### config.mk
export PLATFORM = sky130hd
export DESIGN_NAME = yuv_test_pattern_pixel_core
export DESIGN_NICKNAME = d
export VERILOG_FILES = /design/src/design/ytp_pkg.sv /design/src/design/yuv_test_pattern_pixel_core.sv /design/src/design/ytp_prep.sv /design/src/design/ytp_divider.sv /design/src/design/ytp_finish.sv
export VERILOG_INCLUDE_DIRS = /design/src /design/src/design
export SDC_FILE = /design/constraint.sdc
export NUM_CORES = 2
export LEC_CHECK = 0
export ABC_AREA = 1
export BUFFER_PORTS_ARGS = -buffer_cell sky130_fd_sc_hd__clkbuf_2
export CORE_ASPECT_RATIO = 1.2
export CORE_UTILIZATION = 50
export CTS_CLUSTER_SIZE = 12
export DETAILED_ROUTE_END_ITERATION = 8
export PLACE_DENSITY = 0.79
export SYNTH_ARGS = -nofsm -noshare
export SYNTH_HDL_FRONTEND = slang
export SYNTH_HIERARCHICAL = 1
export SYNTH_SLANG_ARGS = --single-unit
### constraint.sdc
create_clock -name clock -period 15.2 [get_ports clock]
set_input_delay 3.04 -clock clock [delete_from_list [all_inputs] [get_ports clock]]
set_output_delay 3.04 -clock clock [all_outputs]
set_load 0.01 [all_outputs]
### src/design/yuv_test_pattern_pixel_core_defines.svh
// ----------------------------------------------------------------------------
// Assertion macros for the test-pattern pixel core
// Implication and next-cycle implication checks on the rising clock edge.
// ----------------------------------------------------------------------------
`ifndef YUV_TEST_PATTERN_PIXEL_CORE_DEFINES_SVH
`define YUV_TEST_PATTERN_PIXEL_CORE_DEFINES_SVH

`ifndef NO_ASSERTIONS
// Same-cycle implication
`define YTP_ASSERT_IMP(name, clk, rst, ante, cons) \
   name: assert property (@(posedge clk) disable iff (rst) (ante) |-> (cons)) \
      else $error("ytp: same-cycle property violated");
// Next-cycle implication
`define YTP_ASSERT_NEXT(name, clk, rst, ante, cons) \
   name: assert property (@(posedge clk) disable iff (rst) (ante) |=> (cons)) \
      else $error("ytp: next-cycle property violated");
`else
`define YTP_ASSERT_IMP(name, clk, rst, ante, cons)
`define YTP_ASSERT_NEXT(name, clk, rst, ante, cons)
`endif

`endif

### src/design/ytp_pkg.sv
`timescale 1ns / 1ps
// ----------------------------------------------------------------------------
// ytp_pkg
// Shared types, constants and helper functions of the test-pattern core.
// ----------------------------------------------------------------------------
package ytp_pkg;

   localparam int MaxSide        = 4096;
   localparam int MaxDevices     = 1000;
   localparam int SideW          = $clog2(MaxSide) + 1;
   localparam int RemW           = $clog2(MaxSide);
   localparam int DevW           = 10;
   localparam int PhaseW         = 32;
   localparam int PixW           = 12;
   localparam int NumW           = 36;
   localparam int QuoW           = 7;
   localparam int StepsPerStage  = 4;
   localparam int DivStages      = NumW / StepsPerStage;
   localparam int LastStage      = DivStages - 1;

   localparam logic [SideW-1:0] HeightReset = SideW'(480);
   localparam logic [SideW-1:0] WidthReset  = SideW'(640);
   localparam logic [SideW-1:0] SideMin     = SideW'(2);
   localparam logic [SideW-1:0] SideMax     = SideW'(MaxSide);

   typedef enum logic {
      CsrFrameHeight = 1'b0,
      CsrFrameWidth  = 1'b1
   } csr_index_type;

   typedef struct packed {
      logic [DevW-1:0]   device_index;
      logic [PhaseW-1:0] frame_phase;
      logic [PixW-1:0]   pixel_row;
      logic [PixW-1:0]   pixel_col;
   } req_word_type;

   typedef struct packed {
      logic [7:0] luma;
      logic [7:0] chroma_u;
      logic [7:0] chroma_v;
      logic       in_frame;
   } rsp_word_type;

   typedef struct packed {
      logic [PixW-1:0] row;
      logic            in_bounds;
      logic            stripe;
      logic [5:0]      hue_quarter;
   } side_type;

   typedef struct packed {
      logic [NumW-1:0] num;
      logic [RemW-1:0] rem;
   } lane_type;

   typedef struct packed {
      lane_type        bar_lane;
      lane_type        grad_lane;
      logic [QuoW-1:0] quo;
      side_type        side;
   } div_word_type;

   // Even, clamped frame side.
   function automatic logic [SideW-1:0] eff_side(logic [SideW-1:0] v);
      logic [SideW-1:0] e;
      e = {v[SideW-1:1], 1'b0};
      if (e < SideMin) e = SideMin;
      if (e > SideMax) e = SideMax;
      return e;
   endfunction

   // One restoring step: {quotient bit, next remainder}.
   function automatic logic [RemW:0] div_step(logic [RemW-1:0] rem, logic b,
                                              logic [SideW-1:0] h);
      logic [SideW-1:0] t;
      logic [SideW-1:0] diff;
      t    = {rem, b};
      diff = t - h;
      if (t >= h) return {1'b1, diff[RemW-1:0]};
      return {1'b0, t[RemW-1:0]};
   endfunction

endpackage

### src/design/yuv_test_pattern_pixel_core.sv
`timescale 1ns / 1ps
// ----------------------------------------------------------------------------
// yuv_test_pattern_pixel_core
// Test-pattern pixel generator: gradient luma, moving bar, stripes, chroma.
// ----------------------------------------------------------------------------
// Stages from request word to response word: 1 entry stage, 9 divider
//   stages of 4 restoring steps each, 1 output stage.
// Throughput: one word per cycle unless rsp_ready stalls; the divider bounds latency.
// Reset (synchronous, active high): empties all stages and loads frame
//   height 480 and frame width 640.
// ----------------------------------------------------------------------------
module yuv_test_pattern_pixel_core (
   input  logic                           clock,
   input  logic                           reset,
   // request channel
   input  logic                           req_valid,
   output logic                           req_ready,
   input  ytp_pkg::req_word_type          req_word,
   // response channel
   output logic                           rsp_valid,
   input  logic                           rsp_ready,
   output ytp_pkg::rsp_word_type          rsp_word,
   // register write port
   input  logic                           csr_we,
   input  ytp_pkg::csr_index_type         csr_index,
   input  logic [ytp_pkg::SideW-1:0]      csr_wdata
);
   import ytp_pkg::*;

   // Frame sides are held already made even and clamped, so no stage
   // downstream has to repeat that work.
   logic [SideW-1:0] height_ff;
   logic [SideW-1:0] width_ff;

   logic             prep_valid;
   logic             prep_ready;
   div_word_type     prep_word;
   logic             div_valid;
   logic             div_ready;
   div_word_type     div_word;

   always_ff @(posedge clock) begin
      if (reset) begin
         height_ff <= HeightReset;
         width_ff  <= WidthReset;
      end else if (csr_we) begin
         unique case (csr_index)
            CsrFrameHeight: height_ff <= eff_side(csr_wdata);
            CsrFrameWidth:  width_ff  <= eff_side(csr_wdata);
         endcase
      end
   end

   // Entry stage: saturate the device number, build the bar dividend
   // (phase*6 + device*13) and the gradient dividend (row*120), and settle
   // everything that does not need the height divide: hue, stripes, frame.
   ytp_prep u_prep (
      .clock     (clock),
      .reset     (reset),
      .h_side    (height_ff),
      .w_side    (width_ff),
      .in_valid  (req_valid),
      .in_ready  (req_ready),
      .in_word   (req_word),
      .out_valid (prep_valid),
      .out_ready (prep_ready),
      .out_word  (prep_word)
   );

   // Divider: both dividends walk through the same stages, the bar lane
   // keeping its remainder and the gradient lane its quotient.
   ytp_divider u_divider (
      .clock     (clock),
      .reset     (reset),
      .h_side    (height_ff),
      .in_valid  (prep_valid),
      .in_ready  (prep_ready),
      .in_word   (prep_word),
      .out_valid (div_valid),
      .out_ready (div_ready),
      .out_word  (div_word)
   );

   // Output stage: pick stripe, bar or gradient luma and hold the result
   // word until the consumer takes it; upstream stages keep filling.
   ytp_finish u_finish (
      .clock     (clock),
      .reset     (reset),
      .in_valid  (div_valid),
      .in_ready  (div_ready),
      .in_word   (div_word),
      .out_valid (rsp_valid),
      .out_ready (rsp_ready),
      .out_word  (rsp_word)
   );

endmodule

### src/design/ytp_prep.sv
`timescale 1ns / 1ps
// ----------------------------------------------------------------------------
// ytp_prep
// Entry stage: saturate the device, form both dividends, hue, stripe, frame.
// ----------------------------------------------------------------------------
module ytp_prep (
   input  logic                       clock,
   input  logic                       reset,
   input  logic [ytp_pkg::SideW-1:0]  h_side,
   input  logic [ytp_pkg::SideW-1:0]  w_side,
   input  logic                       in_valid,
   output logic                       in_ready,
   input  ytp_pkg::req_word_type      in_word,
   output logic                       out_valid,
   input  logic                       out_ready,
   output ytp_pkg::div_word_type      out_word
);
   import ytp_pkg::*;

   localparam logic [DevW-1:0] DevMax = DevW'(MaxDevices - 1);

   logic               valid_ff;
   div_word_type       word_ff;
   div_word_type       word_in;
   logic               load;
   logic [DevW-1:0]    dev;
   logic [15:0]        hue_prod;
   logic [8:0]         hue_fold;
   logic [7:0]         hue;
   logic [DevW-1:0]    dev_inc;
   logic [23:0]        tenth_prod;
   logic [6:0]         tenth;
   logic [DevW-1:0]    count_full;
   logic [3:0]         count;
   logic [6:0]         stripe_cols;

   assign load     = !valid_ff || out_ready;
   assign in_ready = load;

   always_comb begin
      dev = (in_word.device_index >= DevW'(MaxDevices)) ? DevMax : in_word.device_index;

      // hue = dev*37 mod 255, by folding the two bytes (256 is 1 mod 255)
      hue_prod = 16'({dev, 5'b0}) + 16'({dev, 2'b0}) + 16'(dev);
      hue_fold = 9'(hue_prod[15:8]) + 9'(hue_prod[7:0]);
      hue      = (hue_fold >= 9'd255) ? 8'(hue_fold - 9'd255) : hue_fold[7:0];

      // stripe count = (dev+1) mod 10 via reciprocal 6554/65536
      dev_inc     = dev + DevW'(1);
      tenth_prod  = 24'(dev_inc) * 24'd6554;
      tenth       = tenth_prod[22:16];
      count_full  = dev_inc - DevW'({tenth, 3'b0}) - DevW'({tenth, 1'b0});
      count       = count_full[3:0];
      stripe_cols = 7'({count, 3'b0}) + 7'({count, 2'b0});

      word_in.bar_lane.num  = NumW'({in_word.frame_phase, 2'b0})
                            + NumW'({in_word.frame_phase, 1'b0})
                            + NumW'({dev, 3'b0}) + NumW'({dev, 2'b0}) + NumW'(dev);
      word_in.bar_lane.rem  = '0;
      word_in.grad_lane.num = NumW'({in_word.pixel_row, 7'b0})
                            - NumW'({in_word.pixel_row, 3'b0});
      word_in.grad_lane.rem = '0;
      word_in.quo           = '0;
      word_in.side.row      = in_word.pixel_row;
      word_in.side.in_bounds = (SideW'(in_word.pixel_row) < h_side)
                             && (SideW'(in_word.pixel_col) < w_side);
      word_in.side.stripe   = (in_word.pixel_row > PixW'(40))
                            && (in_word.pixel_row < PixW'(90))
                            && (in_word.pixel_col < PixW'(stripe_cols));
      word_in.side.hue_quarter = hue[7:2];
   end

   always_ff @(posedge clock) begin
      if (reset) begin
         valid_ff <= 1'b0;
      end else if (load) begin
         valid_ff <= in_valid;
      end
   end

   always_ff @(posedge clock) begin
      if (load) begin
         word_ff <= word_in;
      end
   end

   assign out_valid = valid_ff;
   assign out_word  = word_ff;

endmodule

### src/design/ytp_divider.sv
`timescale 1ns / 1ps
`include "yuv_test_pattern_pixel_core_defines.svh"
// ----------------------------------------------------------------------------
// ytp_divider
// Pipelined restoring divider: bar remainder and gradient quotient by height.
// ----------------------------------------------------------------------------
module ytp_divider (
   input  logic                       clock,
   input  logic                       reset,
   input  logic [ytp_pkg::SideW-1:0]  h_side,
   input  logic                       in_valid,
   output logic                       in_ready,
   input  ytp_pkg::div_word_type      in_word,
   output logic                       out_valid,
   input  logic                       out_ready,
   output ytp_pkg::div_word_type      out_word
);
   import ytp_pkg::*;

   logic         valid_ff [DivStages];
   div_word_type word_ff  [DivStages];
   logic         valid_up [DivStages];
   div_word_type word_up  [DivStages];
   div_word_type word_in  [DivStages];
   logic         load     [DivStages];
   logic         ready_dn [DivStages];

   // Advance both lanes by StepsPerStage (4) dividend bits.
   function automatic div_word_type div_stage(div_word_type w, logic [SideW-1:0] h);
      div_word_type r;
      logic [RemW:0] sb;
      logic [RemW:0] sg;
      r = w;
      for (int i = 0; i < StepsPerStage; i++) begin
         sb = div_step(r.bar_lane.rem, r.bar_lane.num[NumW-1], h);
         sg = div_step(r.grad_lane.rem, r.grad_lane.num[NumW-1], h);
         r.bar_lane.num  = {r.bar_lane.num[NumW-2:0], 1'b0};
         r.bar_lane.rem  = sb[RemW-1:0];
         r.grad_lane.num = {r.grad_lane.num[NumW-2:0], 1'b0};
         r.grad_lane.rem = sg[RemW-1:0];
         r.quo           = {r.quo[QuoW-2:0], sg[RemW]};
      end
      return r;
   endfunction

   for (genvar s = 0; s < DivStages; s++) begin : g_stage
      if (s == 0) begin : g_head
         assign valid_up[s] = in_valid;
         assign word_up[s]  = in_word;
      end else begin : g_body
         assign valid_up[s] = valid_ff[s-1];
         assign word_up[s]  = word_ff[s-1];
      end

      if (s == LastStage) begin : g_tail
         assign ready_dn[s] = out_ready;
      end else begin : g_mid
         assign ready_dn[s] = load[s+1];
      end

      assign load[s]    = !valid_ff[s] || ready_dn[s];
      assign word_in[s] = div_stage(word_up[s], h_side);

      always_ff @(posedge clock) begin
         if (reset) begin
            valid_ff[s] <= 1'b0;
         end else if (load[s]) begin
            valid_ff[s] <= valid_up[s];
         end
      end

      always_ff @(posedge clock) begin
         if (load[s]) begin
            word_ff[s] <= word_in[s];
         end
      end
   end

   assign in_ready  = load[0];
   assign out_valid = valid_ff[LastStage];
   assign out_word  = word_ff[LastStage];

   `YTP_ASSERT_IMP(a_bar_num_drained, clock, reset, valid_ff[LastStage], word_ff[LastStage].bar_lane.num == '0)
   `YTP_ASSERT_IMP(a_grad_num_drained, clock, reset, valid_ff[LastStage], word_ff[LastStage].grad_lane.num == '0)
   `YTP_ASSERT_NEXT(a_entry_fill, clock, reset, in_valid && load[0], valid_ff[0])

endmodule

### src/design/ytp_finish.sv
`timescale 1ns / 1ps
// ----------------------------------------------------------------------------
// ytp_finish
// Output stage: bar hit test, luma selection, chroma, result register.
// ----------------------------------------------------------------------------
module ytp_finish (
   input  logic                   clock,
   input  logic                   reset,
   input  logic                   in_valid,
   output logic                   in_ready,
   input  ytp_pkg::div_word_type  in_word,
   output logic                   out_valid,
   input  logic                   out_ready,
   output ytp_pkg::rsp_word_type  out_word
);
   import ytp_pkg::*;

   logic              valid_ff;
   rsp_word_type      word_ff;
   rsp_word_type      word_in;
   logic              load;
   logic [SideW-1:0]  bar_end;
   logic              bar_hit;

   assign load     = !valid_ff || out_ready;
   assign in_ready = load;

   always_comb begin
      bar_end = SideW'(in_word.bar_lane.rem) + SideW'(24);
      bar_hit = (in_word.side.row >= in_word.bar_lane.rem)
              && (SideW'(in_word.side.row) < bar_end);

      priority if (!in_word.side.in_bounds) begin
         word_in.luma = 8'd0;
      end else if (in_word.side.stripe) begin
         word_in.luma = 8'd200;
      end else if (bar_hit) begin
         word_in.luma = 8'd235;
      end else begin
         word_in.luma = 8'd40 + 8'(in_word.quo);
      end
      word_in.chroma_u = 8'd128 - 8'(in_word.side.hue_quarter);
      word_in.chroma_v = 8'd128 + 8'(in_word.side.hue_quarter);
      word_in.in_frame = in_word.side.in_bounds;
   end

   always_ff @(posedge clock) begin
      if (reset) begin
         valid_ff <= 1'b0;
      end else if (load) begin
         valid_ff <= in_valid;
      end
   end

   always_ff @(posedge clock) begin
      if (load) begin
         word_ff <= word_in;
      end
   end

   assign out_valid = valid_ff;
   assign out_word  = word_ff;

endmodule

======== After elaboration in Yosys (flattened, before gate mapping) ========
Memories as Yosys holds them, arrays and structs flattened.
Cells that the tools add are included.
storage, ports and cells
  flip-flop bits (word level) ............. 145
  RAM bits ................................ 1044
  input bits .............................. 85
  output and inout port bits .............. 27
  logic and storage cells ................. 509
  memories ................................ 2
cells by class
  add/sub/neg operators ................... 89
  $mul .................................... 1
  order comparisons ....................... 84
  muxes and demuxes ....................... 276
  bitwise logic cells ..................... 11
  reductions and logical operators ........ 30
memories
  memory              depth  width  read ports  clocked after memory_dff  write ports  RTL line           source
  u_divider.word_ff   9      115    9           0                         9            ytp_divider.sv:21  div_word_type word_ff [DivStages];
  u_divider.valid_ff  9      1      9           0                         9            ytp_divider.sv:20  logic valid_ff [DivStages];
operators with widths
  operator                number
  $mux 13                 81
  $ge 13x13->1            70
  $mux 12                 72
  $sub 12x12->12          70
  $mux 1                  119
  $lt 12x13->1            3
  $add 36x10->36          1
  $add 36x12->36          1
  $add 36x13->36          1
  $add 34x33->35          1
  $ge 1x13->1             2
  $gt 13x13->1 const B    2
  $mux 8                  3
  $sub 1x12->12           2
  $sub 19x15->20          1
  $mul 10x12->18 const B  1
  $add 15x12->16          1
  $add 16x10->16          1
  $add 12x5->13 const B   1
  $lt 13x2->1 const B     1
  $ge 12x12->1            1
  $gt 12x6->1 const B     1
  $lt 12x7->1             1
  $lt 12x7->1 const B     1
  19 further kinds        53

======== Depth between registers and ports, before layout ========
  depth in word-level cells ............... 15
  gate-level depth with buffers ........... 48
  gate-level depth less buffers ........... 48

======== Hierarchy ========
Netlist, hierarchy kept.
modules (own cells, without submodules)
  module                       times used  cells an instance  area an instance (µm²)  sequential area each (µm²)
  ytp_divider                  1           11017              79368.6                 21110.2
  ytp_prep                     1           1133               10029.6                 2182.1
  ytp_finish                   1           195                1699.1                  680.7
  yuv_test_pattern_pixel_core  1           116                899.6                   480.5

======== Worst setup path after synthesis ========
Ideal clock, no wire load.
  path type ............................... input-to-output
  start point ............................. in rsp_ready
  end point ............................... out req_ready
  data arrival time ....................... 13067 ps
  data required time ...................... 12160 ps
  slack ................................... -907 ps
  stages on the path ...................... 14
  path buffers ............................ 0
  cell sequence ........................... inv_1 > nand2_1 > nor2_4 > nand2_2 > nor2_1 > nand2_2 > nor2_4 > nand2_2 > nor2_4 > nand2_1 > nor2_2 > inv_1 > inv_1 > nand2_1
RTL lines
  element          RTL line                           source
  start, declared  yuv_test_pattern_pixel_core.sv:21  input logic rsp_ready,
  end, declared    yuv_test_pattern_pixel_core.sv:17  output logic req_ready,

==> impl_metrics.yaml <==
cells_and_area:
  area_delta_synth_final_pct: 6.38
  regArea_um2: 24100
  multi_input_area_um2: 59100
  drive_gt1_share_pct: 5.05
  nFillCells: 16942
  fin_nets: 13781
drt:
  drtIter0Drc: 5113
  drc: 0
  wl_per_cell_um: 15.3
  routed_wl_mm: 227
  vias: 79661
  vias_per_cell: 5.36
  drt_first_pass_iters: 7
  postRouteAntennaNets: 0
clock_network:
  clockBufferDepth: 3
  cts_tree: "built"
  cts_sinks: 811
  cts_resized: 0
  postCtsSetupBuffers: 0
  ctsHoldBuffers: 0
  root_buffer: "clkbuf_16"
  clk_latency_ns: 0.72
  h-tree-depth: 3
  numCtsBuffers: 88
  clkTransAtPathRegs_ns: 0.06
floorplan:
  initial_core_util_pct: 50.5
  die_area_um2: 183000
  io_pins: 112
  core_area_um2: 179000
  num_rows: 170
  fp.dieH_um: 468
  die_w_um: 391
worst_hold_path:
  holdPathStages: 0
  hp-class: "flip-flop to flip-flop"
sta:
  finalMaxSlewViolations: 0
  worstMarginPinSlew_ns: 1.14
  rsz0062_at_grt: "no"
  setup_viol: 0
  clock.fmax_mhz: 88.5
  setup_slack_ns: 3.90
  relSlewSlack_pct: 24.0
  finalSetupTns_ns: 0
  skew_ns: 0.0587
  finalHoldViolCount: 0
  fin_crit_ns: 11.30
  period_share_pct: 74.3
  whs_ns: 0.383
setup_path:
  path_depth: 16
  cp_slowest_stage_delay_ns: 0.75
  arrival_ns: 8.26
  cp_num_buf_inv: 5
  slowest_stage: "clkinvlp_4"
  crit_chain: "clkbuf_2, inv_1, nand2_1, nor2_4, nand2_2, nor2_1, nand2_4, nor2_4, nand2_4, nor2_4, nand2_4, nor2_2, clkinvlp_4, inv_1, nand2_4, clkbuf_2"
  cp_max_fo: 59
  crit_top_cell: "nand2_4"
  required_ns: 12.16
  worstSetupStartpointType: "primary input"
  crit_family: "simple AND/OR/NAND/NOR gates"
  critPathCaptureType: "output pin"
  reg2regPathDepth: 39
  criticalPathCategory: "primary input to output pin"
run_status:
  status: "finished, final reports clean"
grt:
  overflow: 0
  grt_pass1_vias: 75435
  grt_start_max_net_pins: 73
  grt_use_total_pct: 24.4
  antenna_found_initial: 1
  grt_pass1_wl_mm: 367
placement:
  dp_slack_ns: 3.76
  place_congestion: 0.954
  port_buffers: 108
  dpl.hpwl_mm: 177
synthesis:
  syn_avg_cell_area_um2: 7.37
  yosysWarnings: 6
  syn_area_um2: 90600
  synthCells: 12285
flow_run:
  drv_cap: 0
-- placed cells by master (no fill, tap or decap), types with 33 or more instances in the layout --
| cell type | count |
|---|---|
| o21ai_1 | 47 |
| xor2_1 | 374 |
| o21ai_0 | 281 |
| nand4_1 | 295 |
| nand3_2 | 94 |
| a31oi_1 | 56 |
| ha_1 | 1168 |
| nand2_1 | 3637 |
| o21a_1 | 33 |
| nor3_1 | 46 |
| buf_4 | 43 |
| a21o_1 | 79 |
| a21oi_1 | 745 |
| edfxtp_1 | 785 |
| nand3b_1 | 131 |
| nand3_1 | 1046 |
| clkbuf_16 | 88 |
| nand2_2 | 60 |
| conb_1 | 103 |
| nor2_1 | 637 |
| and2_1 | 184 |
| xnor2_1 | 250 |
| inv_1 | 1596 |
| clkbuf_2 | 108 |
| o21bai_1 | 51 |
| fa_1 | 132 |
-- area by class of cell --
class                   count  share of cell area [%]
repair buffers            157                    1.02
clock buffers             114                    2.41
well taps                2408                    3.13
inverters                1645                    6.45
multi-input cells        9693                    61.4
flip-flops and latches    811                    25.0
diodes                      2                 0.00519
clock inverters            39                   0.584
-- worst register-to-register path, delay by kind of cell, from the launching register on --
family	cells	cell delay, ns
AND/OR/NAND/NOR	20	3.72
buffers and inverters	9	2.91
adder cells (fa/ha/maj)	4	1.34
AO/OA/AOI/OAI	6	1.06
flip-flops	1	0.47
-- flip-flops by register name, summed over array words and instances (netlist names) --
signal,cells
u_divider/word_ff,682
width_ff,12
height_ff,12
u_prep/out_word,72
u_divider/valid_ff,9
u_prep/out_valid,1
u_finish/out_word,22
u_finish/out_valid,1
-- worst paths after layout --
path | start | slack (ns) | endpoint
hold / removal | u_divider/word_ff[0][171] | 0.38 | u_divider/word_ff[0][282]
hold reg to reg | u_divider/word_ff[0][171] | 0.38 | u_divider/word_ff[0][282]
setup / recovery | rsp_ready | 3.90 | req_ready
setup reg to reg | height_ff[1] | 5.41 | u_divider/word_ff[0][824]
-- metrics by stage --
step	instances	utilization (%)	instance area (um^2)
after floorplan	12384	-	90900
after global placement	14714	52.1	93500
after detailed placement	14714	52.1	93500
after CTS	14867	53.7	96300
after global routing	14868	53.7	96300
final	14869	53.7	96300
-- per-layer routing --
| layer | vias up | global-route usage, % | wire length, um |
|---|---|---|---|
| li1 | 40960 | - | - |
| met1 | 36105 | 29.3 | 95800 |
| met2 | 1984 | 43.9 | 110000 |
| met3 | 612 | 2.44 | 10500 |
| met4 | 0 | 10.8 | 10400 |
| met5 | - | 0 | 0 |
Power is left out: the tool's default activity adds up to more than one toggle a clock period on the data nets, which glitch-free logic cannot reach.
